[src/rtl/core/fet_pkg.sv]
`timescale 1ns / 1ps
`default_nettype none

package fet_pkg;

  // Most results one expression byte can cause.
  localparam int unsigned MAX_RES = 3;

  // Result kinds.
  typedef enum logic [2:0] {
    KIND_FIELD = 3'd0,
    KIND_OP    = 3'd1,
    KIND_VALUE = 3'd2,
    KIND_CONJ  = 3'd3,
    KIND_DONE  = 3'd4,
    KIND_ERROR = 3'd5
  } kind_t;

  // Parser phases.
  typedef enum logic [3:0] {
    PH_EXPECT  = 4'd0,
    PH_FIELD   = 4'd1,
    PH_PRE_OP  = 4'd2,
    PH_OP2     = 4'd3,
    PH_PRE_VAL = 4'd4,
    PH_BARE    = 4'd5,
    PH_QUOTE   = 4'd6,
    PH_POST    = 4'd7,
    PH_KW      = 4'd8,
    PH_ERR     = 4'd9
  } phase_t;

  // Configuration register indexes.
  localparam logic CFG_MAX_PRED   = 1'b0;
  localparam logic CFG_MAX_TOKLEN = 1'b1;

  // One result token, without its end-of-item mark.
  typedef struct packed {
    kind_t       kind;
    logic [7:0]  byte_out;
    logic [2:0]  op_code;
    logic        conj;
    logic [1:0]  error_code;
    logic [9:0]  predicate_index;
  } result_t;

  // All results caused by one input item, in order from res[0].
  typedef struct packed {
    logic [1:0]                 count;
    result_t [MAX_RES-1:0]      res;
  } group_t;

endpackage

`default_nettype wire

[src/rtl/core/fet_parser.sv]
`timescale 1ns / 1ps
`default_nettype none

module fet_parser (
  input  wire logic                clk,
  input  wire logic                rst_n,
  input  wire logic                in_tvalid,
  output logic                     in_tready,
  input  wire logic [7:0]          in_ch,
  input  wire logic                in_has_char,
  input  wire logic                in_last,
  input  wire logic [10:0]         max_pred,
  input  wire logic [15:0]         max_len,
  input  wire logic                q_ready,
  output logic                     push,
  output fet_pkg::group_t          grp
);

  // Byte values the grammar looks at.
  localparam logic [7:0] CH_SPACE  = 8'h20;
  localparam logic [7:0] CH_BANG   = 8'h21;
  localparam logic [7:0] CH_QUOTE  = 8'h22;
  localparam logic [7:0] CH_LT     = 8'h3C;
  localparam logic [7:0] CH_EQ     = 8'h3D;
  localparam logic [7:0] CH_GT     = 8'h3E;
  localparam logic [7:0] CH_BSLASH = 8'h5C;
  localparam logic [7:0] CH_TILDE  = 8'h7E;
  localparam logic [7:0] CH_UNDER  = 8'h5F;
  localparam logic [7:0] CH_DOT    = 8'h2E;
  localparam logic [7:0] CH_LBRK   = 8'h5B;
  localparam logic [7:0] CH_RBRK   = 8'h5D;
  localparam logic [7:0] CH_LA     = 8'h61;
  localparam logic [7:0] CH_LN     = 8'h6E;
  localparam logic [7:0] CH_LD     = 8'h64;
  localparam logic [7:0] CH_LO     = 8'h6F;
  localparam logic [7:0] CH_LR     = 8'h72;

  // Held first byte of a two-byte operator.
  localparam logic [1:0] PEND_NONE = 2'd0;
  localparam logic [1:0] PEND_BANG = 2'd1;
  localparam logic [1:0] PEND_LT   = 2'd2;
  localparam logic [1:0] PEND_GT   = 2'd3;

  // Keyword match progress.
  localparam logic [3:0] KW_IDLE  = 4'd0;
  localparam logic [3:0] KW_A     = 4'd1;
  localparam logic [3:0] KW_AN    = 4'd2;
  localparam logic [3:0] KW_AND   = 4'd3;
  localparam logic [3:0] KW_O     = 4'd4;
  localparam logic [3:0] KW_OR    = 4'd5;
  localparam logic [3:0] KW_NONE  = 4'd15;

  // Operator codes.
  localparam logic [2:0] OP_EQ    = 3'd0;
  localparam logic [2:0] OP_NE    = 3'd1;
  localparam logic [2:0] OP_CONT  = 3'd2;
  localparam logic [2:0] OP_NCONT = 3'd3;
  localparam logic [2:0] OP_LT    = 3'd4;
  localparam logic [2:0] OP_LE    = 3'd5;
  localparam logic [2:0] OP_GT    = 3'd6;
  localparam logic [2:0] OP_GE    = 3'd7;

  // Error codes.
  localparam logic [1:0] ERR_MALFORMED   = 2'd0;
  localparam logic [1:0] ERR_LIMIT       = 2'd1;
  localparam logic [1:0] ERR_FIELD_START = 2'd2;

  localparam logic [10:0] PCOUNT_MAX = 11'h7FF;

  function automatic logic is_blank(logic [7:0] c);
    return (c == CH_SPACE) || (c >= 8'h09 && c <= 8'h0D);
  endfunction

  function automatic logic is_name_byte(logic [7:0] c);
    return (c >= 8'h61 && c <= 8'h7A) || (c >= 8'h41 && c <= 8'h5A) ||
           (c >= 8'h30 && c <= 8'h39) || c == CH_UNDER || c == CH_DOT ||
           c == CH_LBRK || c == CH_RBRK;
  endfunction

  function automatic logic [3:0] kw_next(logic [3:0] k, logic [7:0] c);
    logic [7:0] l;
    logic [3:0] r;
    l = (c >= 8'h41 && c <= 8'h5A) ? (c | 8'h20) : c;
    if (k == KW_IDLE && l == CH_LA) r = KW_A;
    else if (k == KW_A && l == CH_LN) r = KW_AN;
    else if (k == KW_AN && l == CH_LD) r = KW_AND;
    else if (k == KW_IDLE && l == CH_LO) r = KW_O;
    else if (k == KW_O && l == CH_LR) r = KW_OR;
    else r = KW_NONE;
    return r;
  endfunction

  function automatic logic [10:0] pc_inc(logic [10:0] pc);
    return (pc < PCOUNT_MAX) ? pc + 11'd1 : pc;
  endfunction

  // Appends one result to a group; a full group drops it.
  function automatic fet_pkg::group_t add_res(fet_pkg::group_t g, fet_pkg::kind_t k,
                                              logic [7:0] b, logic [2:0] op, logic cj,
                                              logic [1:0] err, logic [10:0] pc);
    fet_pkg::result_t r;
    fet_pkg::group_t  o;
    r.kind            = k;
    r.byte_out        = b;
    r.op_code         = op;
    r.conj            = cj;
    r.error_code      = err;
    r.predicate_index = pc[9:0];
    o = g;
    if (g.count != 2'(fet_pkg::MAX_RES)) begin
      o.res[g.count] = r;
      o.count        = g.count + 2'd1;
    end
    return o;
  endfunction

  // Input register.
  logic       in_valid_r;
  logic [7:0] ch_r;
  logic       has_r;
  logic       last_r;
  logic       fire;

  // Parser state.
  fet_pkg::phase_t phase_r, phase_nxt;
  logic [1:0]      pend_r, pend_nxt;
  logic [15:0]     toklen_r, toklen_nxt;
  logic [10:0]     pcount_r, pcount_nxt;
  logic [3:0]      kw_r, kw_nxt;
  logic            esc_r, esc_nxt;
  logic            have_r, have_nxt;

  // Step work signals.
  logic            sp, fc;
  logic            grow_req;
  fet_pkg::kind_t  grow_kind;
  logic            val_req;
  logic [1:0]      p;
  fet_pkg::group_t g;

  assign fire      = in_valid_r && q_ready;
  assign in_tready = !in_valid_r || fire;
  assign push      = fire && (g.count != 2'd0);
  assign grp       = g;

  always_ff @(posedge clk) begin
    if (!rst_n) begin
      in_valid_r <= 1'b0;
    end else if (in_tready) begin
      in_valid_r <= in_tvalid;
    end
  end

  always_ff @(posedge clk) begin
    if (in_tvalid && in_tready) begin
      ch_r   <= in_ch;
      has_r  <= in_has_char;
      last_r <= in_last;
    end
  end

  // One item: the byte step, then the end of the expression if marked.
  always_comb begin
    phase_nxt  = phase_r;
    pend_nxt   = pend_r;
    toklen_nxt = toklen_r;
    pcount_nxt = pcount_r;
    kw_nxt     = kw_r;
    esc_nxt    = esc_r;
    have_nxt   = have_r;
    g          = '0;
    sp         = is_blank(ch_r);
    fc         = is_name_byte(ch_r);
    grow_req   = 1'b0;
    grow_kind  = fet_pkg::KIND_VALUE;
    val_req    = 1'b0;
    p          = pend_r;

    if (has_r) begin
      unique case (phase_r)
        fet_pkg::PH_EXPECT: begin
          if (!sp) begin
            if (pcount_r >= max_pred) begin
              g = add_res(g, fet_pkg::KIND_ERROR, 8'd0, 3'd0, 1'b0, ERR_LIMIT, pcount_nxt);
              phase_nxt = fet_pkg::PH_ERR;
            end else if (fc) begin
              phase_nxt  = fet_pkg::PH_FIELD;
              toklen_nxt = 16'd0;
              grow_req   = 1'b1;
              grow_kind  = fet_pkg::KIND_FIELD;
            end else begin
              g = add_res(g, fet_pkg::KIND_ERROR, 8'd0, 3'd0, 1'b0, ERR_FIELD_START,
                          pcount_nxt);
              phase_nxt = fet_pkg::PH_ERR;
            end
          end
        end
        fet_pkg::PH_FIELD, fet_pkg::PH_PRE_OP: begin
          if (phase_r == fet_pkg::PH_FIELD && fc) begin
            grow_req  = 1'b1;
            grow_kind = fet_pkg::KIND_FIELD;
          end else if (sp) begin
            phase_nxt = fet_pkg::PH_PRE_OP;
          end else if (ch_r == CH_BANG) begin
            pend_nxt  = PEND_BANG;
            phase_nxt = fet_pkg::PH_OP2;
          end else if (ch_r == CH_LT) begin
            pend_nxt  = PEND_LT;
            phase_nxt = fet_pkg::PH_OP2;
          end else if (ch_r == CH_GT) begin
            pend_nxt  = PEND_GT;
            phase_nxt = fet_pkg::PH_OP2;
          end else if (ch_r == CH_EQ) begin
            g = add_res(g, fet_pkg::KIND_OP, 8'd0, OP_EQ, 1'b0, 2'd0, pcount_nxt);
            phase_nxt = fet_pkg::PH_PRE_VAL;
          end else if (ch_r == CH_TILDE) begin
            g = add_res(g, fet_pkg::KIND_OP, 8'd0, OP_CONT, 1'b0, 2'd0, pcount_nxt);
            phase_nxt = fet_pkg::PH_PRE_VAL;
          end else begin
            g = add_res(g, fet_pkg::KIND_ERROR, 8'd0, 3'd0, 1'b0, ERR_MALFORMED,
                        pcount_nxt);
            phase_nxt = fet_pkg::PH_ERR;
          end
        end
        fet_pkg::PH_OP2: begin
          pend_nxt = PEND_NONE;
          if (p == PEND_BANG) begin
            if (ch_r == CH_EQ) begin
              g = add_res(g, fet_pkg::KIND_OP, 8'd0, OP_NE, 1'b0, 2'd0, pcount_nxt);
              phase_nxt = fet_pkg::PH_PRE_VAL;
            end else if (ch_r == CH_TILDE) begin
              g = add_res(g, fet_pkg::KIND_OP, 8'd0, OP_NCONT, 1'b0, 2'd0, pcount_nxt);
              phase_nxt = fet_pkg::PH_PRE_VAL;
            end else begin
              g = add_res(g, fet_pkg::KIND_ERROR, 8'd0, 3'd0, 1'b0, ERR_MALFORMED,
                          pcount_nxt);
              phase_nxt = fet_pkg::PH_ERR;
            end
          end else begin
            phase_nxt = fet_pkg::PH_PRE_VAL;
            if (ch_r == CH_EQ) begin
              g = add_res(g, fet_pkg::KIND_OP, 8'd0, (p == PEND_GT) ? OP_GE : OP_LE,
                          1'b0, 2'd0, pcount_nxt);
            end else begin
              // The byte after a lone '<' or '>' already belongs to the value.
              g = add_res(g, fet_pkg::KIND_OP, 8'd0, (p == PEND_GT) ? OP_GT : OP_LT,
                          1'b0, 2'd0, pcount_nxt);
              val_req = 1'b1;
            end
          end
        end
        fet_pkg::PH_PRE_VAL: begin
          val_req = 1'b1;
        end
        fet_pkg::PH_BARE: begin
          if (sp) begin
            pcount_nxt = pc_inc(pcount_nxt);
            have_nxt   = 1'b1;
            phase_nxt  = fet_pkg::PH_POST;
          end else begin
            grow_req = 1'b1;
          end
        end
        fet_pkg::PH_QUOTE: begin
          if (esc_r) begin
            esc_nxt  = 1'b0;
            grow_req = 1'b1;
          end else if (ch_r == CH_BSLASH) begin
            esc_nxt = 1'b1;
          end else if (ch_r == CH_QUOTE) begin
            pcount_nxt = pc_inc(pcount_nxt);
            have_nxt   = 1'b1;
            phase_nxt  = fet_pkg::PH_POST;
          end else begin
            grow_req = 1'b1;
          end
        end
        fet_pkg::PH_POST: begin
          if (!sp) begin
            phase_nxt = fet_pkg::PH_KW;
            kw_nxt    = kw_next(KW_IDLE, ch_r);
          end
        end
        fet_pkg::PH_KW: begin
          if (sp) begin
            if (kw_r == KW_AND || kw_r == KW_OR) begin
              g = add_res(g, fet_pkg::KIND_CONJ, 8'd0, 3'd0, (kw_r == KW_OR), 2'd0,
                          pcount_nxt);
              phase_nxt = fet_pkg::PH_EXPECT;
              have_nxt  = 1'b1;
            end else begin
              g = add_res(g, fet_pkg::KIND_ERROR, 8'd0, 3'd0, 1'b0, ERR_MALFORMED,
                          pcount_nxt);
              phase_nxt = fet_pkg::PH_ERR;
            end
            kw_nxt = KW_IDLE;
          end else begin
            kw_nxt = kw_next(kw_r, ch_r);
          end
        end
        default: begin
        end
      endcase

      // Start of a value: spaces are skipped, a quote opens a quoted value.
      if (val_req && !sp) begin
        toklen_nxt = 16'd0;
        esc_nxt    = 1'b0;
        if (ch_r == CH_QUOTE) begin
          phase_nxt = fet_pkg::PH_QUOTE;
        end else begin
          phase_nxt = fet_pkg::PH_BARE;
          grow_req  = 1'b1;
        end
      end

      // A field or value byte, checked against the token length limit.
      if (grow_req) begin
        if (toklen_nxt >= max_len) begin
          g = add_res(g, fet_pkg::KIND_ERROR, 8'd0, 3'd0, 1'b0, ERR_LIMIT, pcount_nxt);
          phase_nxt = fet_pkg::PH_ERR;
        end else begin
          toklen_nxt = toklen_nxt + 16'd1;
          g = add_res(g, grow_kind, ch_r, 3'd0, 1'b0, 2'd0, pcount_nxt);
        end
      end
    end

    if (last_r) begin
      unique case (phase_nxt)
        fet_pkg::PH_EXPECT: begin
          if (have_nxt) begin
            g = add_res(g, fet_pkg::KIND_ERROR, 8'd0, 3'd0, 1'b0, ERR_MALFORMED,
                        pcount_nxt);
          end else begin
            g = add_res(g, fet_pkg::KIND_DONE, 8'd0, 3'd0, 1'b0, 2'd0, pcount_nxt);
          end
        end
        fet_pkg::PH_OP2: begin
          if (pend_nxt != PEND_BANG) begin
            g = add_res(g, fet_pkg::KIND_OP, 8'd0, (pend_nxt == PEND_GT) ? OP_GT : OP_LT,
                        1'b0, 2'd0, pcount_nxt);
          end
          g = add_res(g, fet_pkg::KIND_ERROR, 8'd0, 3'd0, 1'b0, ERR_MALFORMED, pcount_nxt);
        end
        fet_pkg::PH_BARE: begin
          pcount_nxt = pc_inc(pcount_nxt);
          g = add_res(g, fet_pkg::KIND_DONE, 8'd0, 3'd0, 1'b0, 2'd0, pcount_nxt);
        end
        fet_pkg::PH_QUOTE: begin
          // A trailing backslash is sent as a value byte before the error, unless the token is at its length limit.
          if (esc_nxt && toklen_nxt >= max_len) begin
            g = add_res(g, fet_pkg::KIND_ERROR, 8'd0, 3'd0, 1'b0, ERR_LIMIT, pcount_nxt);
          end else begin
            if (esc_nxt) begin
              g = add_res(g, fet_pkg::KIND_VALUE, CH_BSLASH, 3'd0, 1'b0, 2'd0,
                          pcount_nxt);
            end
            g = add_res(g, fet_pkg::KIND_ERROR, 8'd0, 3'd0, 1'b0, ERR_MALFORMED,
                        pcount_nxt);
          end
        end
        fet_pkg::PH_POST: begin
          g = add_res(g, fet_pkg::KIND_DONE, 8'd0, 3'd0, 1'b0, 2'd0, pcount_nxt);
        end
        fet_pkg::PH_KW: begin
          // A conjunction at the end is sent, then the expression is malformed.
          if (kw_nxt == KW_AND || kw_nxt == KW_OR) begin
            g = add_res(g, fet_pkg::KIND_CONJ, 8'd0, 3'd0, (kw_nxt == KW_OR), 2'd0,
                        pcount_nxt);
          end
          g = add_res(g, fet_pkg::KIND_ERROR, 8'd0, 3'd0, 1'b0, ERR_MALFORMED, pcount_nxt);
        end
        fet_pkg::PH_ERR: begin
        end
        default: begin
          g = add_res(g, fet_pkg::KIND_ERROR, 8'd0, 3'd0, 1'b0, ERR_MALFORMED, pcount_nxt);
        end
      endcase

      // Every expression end restarts the parser.
      phase_nxt  = fet_pkg::PH_EXPECT;
      pend_nxt   = PEND_NONE;
      toklen_nxt = 16'd0;
      pcount_nxt = 11'd0;
      kw_nxt     = KW_IDLE;
      esc_nxt    = 1'b0;
      have_nxt   = 1'b0;
    end
  end

  // Parser state advances once per processed item.
  always_ff @(posedge clk) begin
    if (!rst_n) begin
      phase_r  <= fet_pkg::PH_EXPECT;
      pend_r   <= PEND_NONE;
      toklen_r <= 16'd0;
      pcount_r <= 11'd0;
      kw_r     <= KW_IDLE;
      esc_r    <= 1'b0;
      have_r   <= 1'b0;
    end else if (fire) begin
      phase_r  <= phase_nxt;
      pend_r   <= pend_nxt;
      toklen_r <= toklen_nxt;
      pcount_r <= pcount_nxt;
      kw_r     <= kw_nxt;
      esc_r    <= esc_nxt;
      have_r   <= have_nxt;
    end
  end

endmodule

`default_nettype wire

[src/rtl/core/fet_outq.sv]
`timescale 1ns / 1ps
`default_nettype none

module fet_outq (
  input  wire logic             clk,
  input  wire logic             rst_n,
  input  wire logic             push,
  input  wire fet_pkg::group_t  grp,
  output logic                  q_ready,
  output logic                  out_valid,
  input  wire logic             out_ready,
  output fet_pkg::result_t      out_res,
  output logic                  out_last
);

  localparam int unsigned QDEPTH = 4;
  localparam int unsigned QAW    = $clog2(QDEPTH);

  fet_pkg::group_t   mem_r [QDEPTH];
  logic [QAW-1:0]    head_r, tail_r;
  logic [QAW:0]      cnt_r;
  logic [1:0]        idx_r;
  fet_pkg::group_t   hg;
  logic              take, pop;

  assign q_ready   = (cnt_r != (QAW+1)'(QDEPTH));
  assign out_valid = (cnt_r != '0);
  assign hg        = mem_r[head_r];
  assign out_last  = (idx_r == hg.count - 2'd1);
  assign take      = out_valid && out_ready;
  assign pop       = take && out_last;

  // Pick the current result of the head group.
  always_comb begin
    unique case (idx_r)
      2'd0:    out_res = hg.res[0];
      2'd1:    out_res = hg.res[1];
      default: out_res = hg.res[2];
    endcase
  end

  // Group storage.
  always_ff @(posedge clk) begin
    if (push) begin
      mem_r[tail_r] <= grp;
    end
  end

  // Pointers, fill count and position within the head group.
  always_ff @(posedge clk) begin
    if (!rst_n) begin
      head_r <= '0;
      tail_r <= '0;
      cnt_r  <= '0;
      idx_r  <= 2'd0;
    end else begin
      if (push) begin
        tail_r <= tail_r + QAW'(1);
      end
      if (pop) begin
        head_r <= head_r + QAW'(1);
      end
      if (take) begin
        idx_r <= out_last ? 2'd0 : idx_r + 2'd1;
      end
      if (push && !pop) begin
        cnt_r <= cnt_r + (QAW+1)'(1);
      end else if (pop && !push) begin
        cnt_r <= cnt_r - (QAW+1)'(1);
      end
    end
  end

endmodule

`default_nettype wire

[src/rtl/core/filter_expression_tokenizer_core.sv]
// An accepted byte is held in the input register; its results are then written into the queue.
// Throughput: one byte per cycle; results leave one per cycle, while out_tready is high, from
//   a four-group queue, and input stalls only while that queue is full.
// Reset (rst_n low, synchronous): the parser returns to awaiting the first predicate, the
//   queue empties, and the limits return to 256 predicates and 4096 bytes per token.
`timescale 1ns / 1ps
`default_nettype none

module filter_expression_tokenizer_core (
  input  wire logic        clk,
  input  wire logic        rst_n,
  // Input stream.
  input  wire logic        in_tvalid,
  output logic             in_tready,
  input  wire logic [7:0]  in_tdata,   // [7:0] ch
  input  wire logic        in_tuser,   // [0] has_char
  input  wire logic        in_tlast,   // end of the expression
  // Result stream.
  output logic             out_tvalid,
  input  wire logic        out_tready,
  output logic [31:0]      out_tdata,  // [2:0] kind, [10:3] byte_out, [13:11] op_code,
                                       // [14] conj, [16:15] error_code,
                                       // [26:17] predicate_index, [31:27] zero
  output logic             out_tlast,  // last result of the input item
  // Configuration writes.
  input  wire logic        cfg_valid,
  output logic             cfg_ready,
  input  wire logic        cfg_index,
  input  wire logic [15:0] cfg_data
);

  logic [10:0]       max_pred_r;
  logic [15:0]       max_len_r;
  logic              q_ready;
  logic              push;
  fet_pkg::group_t   grp;
  fet_pkg::result_t  res;

  // Limit registers.
  assign cfg_ready = 1'b1;

  always_ff @(posedge clk) begin
    if (!rst_n) begin
      max_pred_r <= 11'd256;
      max_len_r  <= 16'd4096;
    end else if (cfg_valid) begin
      if (cfg_index == fet_pkg::CFG_MAX_PRED) begin
        max_pred_r <= cfg_data[10:0];
      end else if (cfg_index == fet_pkg::CFG_MAX_TOKLEN) begin
        max_len_r <= cfg_data;
      end
    end
  end

  // Grammar checker and token generator.
  fet_parser u_parser (
    .clk         (clk),
    .rst_n       (rst_n),
    .in_tvalid   (in_tvalid),
    .in_tready   (in_tready),
    .in_ch       (in_tdata),
    .in_has_char (in_tuser),
    .in_last     (in_tlast),
    .max_pred    (max_pred_r),
    .max_len     (max_len_r),
    .q_ready     (q_ready),
    .push        (push),
    .grp         (grp)
  );

  // Result queue and serializer.
  fet_outq u_outq (
    .clk       (clk),
    .rst_n     (rst_n),
    .push      (push),
    .grp       (grp),
    .q_ready   (q_ready),
    .out_valid (out_tvalid),
    .out_ready (out_tready),
    .out_res   (res),
    .out_last  (out_tlast)
  );

  assign out_tdata = {5'd0, res.predicate_index, res.error_code, res.conj, res.op_code,
                      res.byte_out, res.kind};

  // Input only stalls while results are waiting in a full queue.
  a_stall_has_output: assert property (@(posedge clk) disable iff (!rst_n)
    !in_tready |-> out_tvalid)
    else $error("input stalled with no result pending");

  // Done and error results always end their item.
  a_end_kinds_last: assert property (@(posedge clk) disable iff (!rst_n)
    out_tvalid && (out_tdata[2:0] == fet_pkg::KIND_DONE ||
                   out_tdata[2:0] == fet_pkg::KIND_ERROR) |-> out_tlast)
    else $error("done or error result not last of its item");

  // A done result carries no byte, operator, conjunction or error code.
  a_done_clean: assert property (@(posedge clk) disable iff (!rst_n)
    out_tvalid && out_tdata[2:0] == fet_pkg::KIND_DONE |-> out_tdata[16:3] == 14'd0)
    else $error("done result carries token fields");

endmodule

`default_nettype wire

[config.mk]
export PLATFORM = sky130hd
export DESIGN_NAME = filter_expression_tokenizer_core
export DESIGN_NICKNAME = d
export VERILOG_FILES = /design/src/rtl/core/fet_pkg.sv /design/src/rtl/core/fet_parser.sv /design/src/rtl/core/fet_outq.sv /design/src/rtl/core/filter_expression_tokenizer_core.sv
export SDC_FILE = /design/constraint.sdc
export NUM_CORES = 1
export LEC_CHECK = 0
export BUFFER_PORTS_ARGS = -buffer_cell sky130_fd_sc_hd__buf_2
export CAP_MARGIN = 20
export CORE_UTILIZATION = 60
export DETAILED_ROUTE_END_ITERATION = 16
export PLACE_DENSITY = 0.74
export SYNTH_ARGS = -nofsm -noshare
export SYNTH_HDL_FRONTEND = slang
export SYNTH_SLANG_ARGS = --single-unit
[constraint.sdc]
create_clock -name clk -period 22.4 [get_ports clk]
set_input_delay 2.24 -clock clk [delete_from_list [all_inputs] [get_ports clk]]
set_output_delay 2.24 -clock clk [all_outputs]
set_load 0.1 [all_outputs]
==> results.sh, run 1 <==
export IMPL_fp_coreArea_mm2=0.0346
export IMPL_synthTopCellsByCount="edfxtp_1 (298), nand2_1 (232), nor2_1 (118)"
export IMPL_worstMarginPinSlew_ns=1.15
export IMPL_max_slew_margin_rel=0.209
export IMPL_rows=68
export IMPL_power_frac_comb=0.243
export IMPL_syn_inst=1951
export IMPL_ys_seq_area_frac=0.496
export IMPL_max_vdd_ir_drop_mv=0.109
export IMPL_yosys_warnings=0
export IMPL_grt_pass1_wl_mm=97.6
export IMPL_drt_vias_per_instance=7.00
export IMPL_rsz0062_at_grt="no"
export IMPL_hold_path_class="reg -> reg"
export IMPL_grt_pass1_vias=16500
export IMPL_gr_total_overflow=0
export IMPL_endpoint_kind="flip-flop"
export IMPL_area_growth_syn_to_layout_pct=8.64
export IMPL_synthTopCellsByArea="edfxtp_1 (42%), mux4_2 (7.6%), dfxtp_1 (7.4%)"
export IMPL_ctsHoldBuffers=0
export IMPL_power_switching_w=0.000641
export IMPL_p_seq_frac=0.422
export IMPL_critPathMaxFanout=61
export IMPL_reg2reg_depth=30
export IMPL_postCtsResizedCells=0
export IMPL_cts_tree="built"
export IMPL_cp_arrival_ns=10.71
export IMPL_routed_wl_mm=64.3
export IMPL_min_period_over_period=0.471
export IMPL_grt_max_degree=73
export IMPL_ant_nets=0
export IMPL_grt_util_all_layers=0.358
export IMPL_synth_edf_count=298
export IMPL_worst_setup_path_start_kind="flip-flop"
export IMPL_critPathSlowestCell="nor4bb_1"
export IMPL_dp_hpwl_mm=43.8
export IMPL_timing_critical_path_mode_cell="nand2_1"
export IMPL_numClockSinks=376
export IMPL_dieHeight_um=190
export IMPL_p_per_area_mw_per_mm2=82.2
export IMPL_cts_setup_buffers=0
export IMPL_numCtsBuffers=39
export IMPL_htreeDepth=2
export IMPL_synth_area_mm2=0.0212
export IMPL_nNetsFinal=2043
export IMPL_async_flop_share=0
export IMPL_cp_data_required_time_ns=22.57
export IMPL_buffer_ports_inserted=61
export IMPL_final_min_clock_period_ns=10.54
export IMPL_crit_type="reg -> reg"
export IMPL_synth_ff_type="edfxtp_1"
export IMPL_final_cells=2439
export IMPL_gp_congestion=1.03
export IMPL_syn_area_per_cell_um2=10.9
export IMPL_max_stage_delay_ns=1.01
export IMPL_setup_viol=0
export IMPL_drc_errors=0
export IMPL_layout_drive_gt1_share=0.141
export IMPL_initial_core_util=0.612
export IMPL_finalHoldViolations=0
export IMPL_yosys_register_bits=376
export IMPL_power_w=0.00189
export IMPL_status="complete, no violations"
export IMPL_wire_per_inst_um=26.4
export IMPL_die_area_mm2=0.0361
export IMPL_fmax_mhz=94.9
export IMPL_fp_dieW_um=190
export IMPL_setup_tns_ns=0
export IMPL_num_vias=17100
export IMPL_clkSlewWorstSetupHoldPaths_ns=0.06
export IMPL_cts_root_buf="clkbuf_16"
export IMPL_antenna_found_initial=0
export IMPL_synth_most_common_cell="edfxtp_1"
export IMPL_intPower_w=0.00125
export IMPL_pin_count=68
export IMPL_leakagePower_nw=7.64
export IMPL_final_area_mm2=0.0230
export IMPL_switching_share=0.339
export IMPL_cts_buffer_depth=3
export IMPL_drv_cap=0
export IMPL_first_pass_iters=6
export IMPL_place_area_mm2=0.0218
export IMPL_finalMaxSlewViolations=0
export IMPL_fillers=2621
export IMPL_synth_distinct_cells=116
export IMPL_drtIter0Drc=2075
export IMPL_clock_skew_final_ns=0.0138
export IMPL_dp_cells=2370
export IMPL_synth_area_leader_cell="edfxtp_1"
export IMPL_clkLatencyLatePin_ns=0.56
export IMPL_p_clk_frac=0.336
export IMPL_antenna_cells=0
export IMPL_synth_top_area_share=0.422
export IMPL_min_path_cells=2
-- sequential cells by signal (all words and copies together) (netlist names), named ones only --
name	cells
max_pred_r	11
u_parser.kw_r	4
u_parser.toklen_r	16
u_parser.last_r	1
u_parser.have_r	1
u_parser.ch_r	8
u_parser.p	2
u_outq.idx_r	2
u_outq.mem_r	288
u_outq.cnt_r	3
u_parser.phase_r	4
u_outq.head_r	2
u_parser.has_r	1
u_outq.tail_r	2
u_parser.pcount_r	11
u_parser.in_valid_r	1
u_parser.esc_r	1
max_len_r	16
-- critical path: cells and delay by family, from the launching register on --
family	cells	cell delay [ns]
buffers and inverters	2	0.96
adder cells (fa/ha/maj)	2	0.50
AND/OR/NAND/NOR	13	4.40
flip-flops	1	0.77
AO/OA/AOI/OAI	13	3.41
-- layer usage --
layer / global-route usage / vias up / wire [um]
met1: 0.485 / 8353 / 25900
met5: 0 / - / 0
met3: 0.0552 / 177 / 5700
li1: - / 7513 / -
met4: 0.161 / 0 / 2760
met2: 0.571 / 1039 / 29900
-- power groups by stage --
stage               registers, W  clock network (W)  logic, W
floorplan               0.000799                  0  0.000358
global placement        0.000810                  0  0.000449
detailed placement      0.000813                  0  0.000453
CTS                     0.000799           0.000644  0.000456
global route            0.000802           0.000664  0.000479
finish                  0.000799           0.000635  0.000460
-- layout by cell type (no fill, tap or decap), drive strengths merged, types with 34 or more instances in the layout --
| cell | count |
|---|---|
| nand2 | 236 |
| nand3 | 52 |
| o21ai | 113 |
| buf | 89 |
| and2 | 34 |
| nor3 | 44 |
| nor2 | 120 |
| a22oi | 45 |
| inv | 60 |
| nor2b | 34 |
| o22ai | 46 |
| edfxtp | 298 |
| clkbuf | 48 |
| a21oi | 105 |
| ha | 54 |
| dfxtp | 78 |
| mux4 | 72 |
-- final timing paths --
| kind | from | endpoint | slack, ns |
|---|---|---|---|
| max | u_parser.phase_r[1]$_SDFFE_PN0P_ | u_outq.mem_r[2][33]$_DFFE_PP_ | 11.86 |
| min reg2reg | max_len_r[5]$_SDFFE_PN0P_ | max_len_r[5]$_SDFFE_PN0P_ | 0.46 |
| min | max_len_r[5]$_SDFFE_PN0P_ | max_len_r[5]$_SDFFE_PN0P_ | 0.46 |
| max reg2reg | u_parser.phase_r[1]$_SDFFE_PN0P_ | u_outq.mem_r[2][33]$_DFFE_PP_ | 11.86 |
-- area by class of cell --
class	instances	area, um^2	share of cell area
timing repair buffer	89	515	0.0224
clock inverter	21	228	0.00988
tap	455	569	0.0247
sequential	376	10500	0.457
clock buffer	48	1010	0.0438
inverter	60	225	0.00978
multi-input combinational	1390	9970	0.433
-- kinds of logic (layout without fill, tap and decap cells) --
family	Yosys count	after routing	share of synthesized area
fa+ha+maj	55	55	0.0328
other cells	2	6	0.000354
compound gates	569	569	0.189
mux	86	86	0.0831
buf+inv	189	218	0.0358
xor+xnor	17	17	0.00702
flops	376	376	0.496
simple gates	657	657	0.156
-- per-stage QoR --
step                 util  worst slack [ns]  hold slack [ns]
floorplan               -             13.54            0.443
global placement    0.629             12.36            0.452
CTS                 0.665             12.11            0.466
finish              0.665             11.86            0.463
detailed placement  0.630             12.19            0.458
global route        0.665             11.13            0.477
(Power assumes the default switching activity.)
==> inputs of run 2 (changes only) <==
==> constraint.sdc (replaced) <==
create_clock -name clk -period 10.1 [get_ports clk]
set_input_delay 1.01 -clock clk [delete_from_list [all_inputs] [get_ports clk]]
set_output_delay 1.01 -clock clk [all_outputs]
set_load 0.1 [all_outputs]
==> run 2 against run 1 <==
Clock skew is 0.025 ns higher. Non-clock buffer count rose by 19. Utilization is 1.0 points higher. Clock-buffer cell count grew 5. Worst setup slack worse by 11 ns. Highest routed layer unchanged. Sequential power is 120% higher. Flip-flop and latch count unchanged. Sequential share of layout area shrank 0.71 points. Hold slack improved by 0.0014 ns.
==> results.sh, run 2 (same netlist as run 1, synthesis figures left out) <==
export IMPL_gr_total_overflow=0
export IMPL_critPathMaxFanout=24
export IMPL_grt_util_all_layers=0.360
export IMPL_final_cells=2461
export IMPL_worstMarginPinSlew_ns=1.18
export IMPL_endpoint_kind="flip-flop"
export IMPL_finalMaxSlewViolations=0
export IMPL_setup_viol=0
export IMPL_antenna_found_initial=1
export IMPL_top_layer_used="met4"
export IMPL_clkLatencyLatePin_ns=0.59
export IMPL_cts_tree="built"
export IMPL_met1_length_mm=25.7
export IMPL_r2r_end="u_outq.cnt_r[2]$_SDFFE_PN0P_"
export IMPL_clkSlewWorstSetupHoldPaths_ns=0.06
export IMPL_finalHoldViolations=0
export IMPL_min_period_over_period=0.941
export IMPL_drc_errors=0
export IMPL_wire_per_inst_um=26.3
export IMPL_status="complete, no violations"
export IMPL_largestRegisters="u_outq.mem_r x288, max_len_r x16, u_parser.toklen_r x16"
export IMPL_drtIter0Drc=2010
export IMPL_area_growth_syn_to_layout_pct=10.3
export IMPL_top_register="u_outq.mem_r"
export IMPL_crit_family="simple AND/OR/NAND/NOR gates"
export IMPL_final_min_clock_period_ns=9.50
export IMPL_rows=68
export IMPL_cp_data_required_time_ns=10.58
export IMPL_cts_buffer_depth=3
export IMPL_crit_type="reg -> reg"
export IMPL_cp_arrival_ns=9.98
export IMPL_fp_dieW_um=190
export IMPL_die_area_mm2=0.0361
export IMPL_ctsHoldBuffers=0
export IMPL_numClockSinks=376
export IMPL_layout_drive_gt1_share=0.151
export IMPL_path_buf_inv=3
export IMPL_htreeDepth=2
export IMPL_hold_path_end="max_pred_r[4]$_SDFFE_PN0P_"
export IMPL_first_pass_iters=6
export IMPL_cp_depth=35
export IMPL_initial_core_util=0.612
export IMPL_nNetsFinal=2062
export IMPL_fp_coreArea_mm2=0.0346
export IMPL_pin_count=68
export IMPL_grt_pass1_vias=16300
export IMPL_rsz0062_at_grt="no"
export IMPL_layout_commonest_cell="edfxtp_1"
export IMPL_dieHeight_um=190
export IMPL_drt_vias_per_instance=6.94
export IMPL_num_vias=17100
export IMPL_routed_wl_met2_mm=29.9
export IMPL_leakagePower_nw=7.84
export IMPL_drv_cap=0
export IMPL_reg2reg_slack_ns=0.60
export IMPL_buffer_ports_inserted=61
export IMPL_fillers=2587
export IMPL_numCtsBuffers=39
export IMPL_worst_setup_path_start_kind="flip-flop"
export IMPL_routed_wl_mm=64.6
export IMPL_dr_wl_met3_mm=6.29
export IMPL_dp_hpwl_mm=44.1
export IMPL_min_delay_start="max_pred_r[4]$_SDFFE_PN0P_"
export IMPL_gp_congestion=1.00
export IMPL_max_stage_delay_ns=0.70
export IMPL_whs_ns=0.464
export IMPL_cts_root_buf="clkbuf_16"
export IMPL_dp_cells=2387
export IMPL_fmax_mhz=105
export IMPL_grt_max_degree=73
export IMPL_reg2reg_depth=35
export IMPL_max_vdd_ir_drop_mv=0.233
export IMPL_critPathSlowestCell="edfxtp_1"
export IMPL_reg2reg_from="u_parser.ch_r[2]$_DFFE_PP_"
export IMPL_antenna_cells=0
export IMPL_place_area_mm2=0.0220
export IMPL_largest_reg_flops=288
export IMPL_final_area_mm2=0.0234
export IMPL_p_per_area_mw_per_mm2=187
export IMPL_layout_common_cells="edfxtp_1 (298), nand2_1 (232), nor2_1 (117)"
export IMPL_hold_path_class="reg -> reg"
export IMPL_max_slew_margin_rel=0.206
export IMPL_clock_skew_final_ns=0.0387
export IMPL_setup_tns_ns=0
export IMPL_grt_pass1_wl_mm=97.8
export IMPL_min_path_cells=2
export IMPL_ant_nets=0
-- run 2: changes by cell type in the layout (fill, tap and decap cells not counted), sizes merged --
cell | previous run | this run
bufinv | 4 | 8
inv | 60 | 63
clkbuf | 48 | 54
buf | 89 | 107
clkinv | 15 | 7
clkinvlp | 2 | 1
-- run 2: how the worst max path moves through the flow --
stage                                      start                           end  slack, ns
2_1_floorplan  u_parser.pcount_r[0]$_SDFFE_PN0P_  u_outq.mem_r[0][0]$_DFFE_PP_       1.24
3_3_place_gp          u_parser.ch_r[1]$_DFFE_PP_  u_outq.cnt_r[2]$_SDFFE_PN0P_       0.81
3_5_place_dp          u_parser.ch_r[1]$_DFFE_PP_  u_outq.cnt_r[2]$_SDFFE_PN0P_       0.55
4_1_cts               u_parser.ch_r[1]$_DFFE_PP_  u_outq.cnt_r[2]$_SDFFE_PN0P_       0.47
5_1_grt               u_parser.ch_r[2]$_DFFE_PP_  u_outq.cnt_r[2]$_SDFFE_PN0P_       0.07
6_report              u_parser.ch_r[2]$_DFFE_PP_  u_outq.cnt_r[2]$_SDFFE_PN0P_       0.60
-- run 2: stage by stage --
stage | utilization | setup WS [ns] | power (W)
floorplan | - | 1.24 | 0.00257
global placement | 0.635 | 0.811 | 0.00280
detailed placement | 0.635 | 0.549 | 0.00281
CTS | 0.675 | 0.466 | 0.00437
global route | 0.676 | 0.0650 | 0.00449
finish | 0.676 | 0.597 | 0.00437
-- run 2: area by class of cell --
| class | instances | area, um^2 | area share |
|---|---|---|---|
| Clock buffer | 53 | 1040 | 0.0444 |
| Clock inverter | 19 | 348 | 0.0149 |
| Inverter | 60 | 225 | 0.00962 |
| Multi-Input combinational cell | 1390 | 9980 | 0.427 |
| Sequential cell | 376 | 10500 | 0.449 |
| Tap cell | 455 | 569 | 0.0243 |
| Timing Repair Buffer | 108 | 721 | 0.0308 |
-- run 2: per-layer routing --
metal,global-route usage,up-vias
li1,-,7555
met1,0.482,8338
met2,0.563,987
met3,0.0782,194
met4,0.160,0
met5,0,-
-- run 2: worst reg2reg max path, delay by kind of cell (launching register included) --
family	cells	cell delay [ns]
flip-flops	1	0.70
adder cells (fa/ha/maj)	4	1.18
AO/OA/AOI/OAI	13	2.91
AND/OR/NAND/NOR	14	3.96
XOR/XNOR	1	0.16
buffers and inverters	3	0.51
-- run 2: what timing repair did --
item                                    4_1_cts  5_1_grt
buffers inserted                              0        1
endpoints found under the setup margin        0      236
resized for setup                             0        3
-- run 2: where the power goes --
group | total (W) | switching [W] | internal [W]
Combinational | 0.00104 | 0.000791 | 0.000245
Clock | 0.00157 | 0.000631 | 0.000939
Sequential | 0.00176 | 0.0000401 | 0.00172
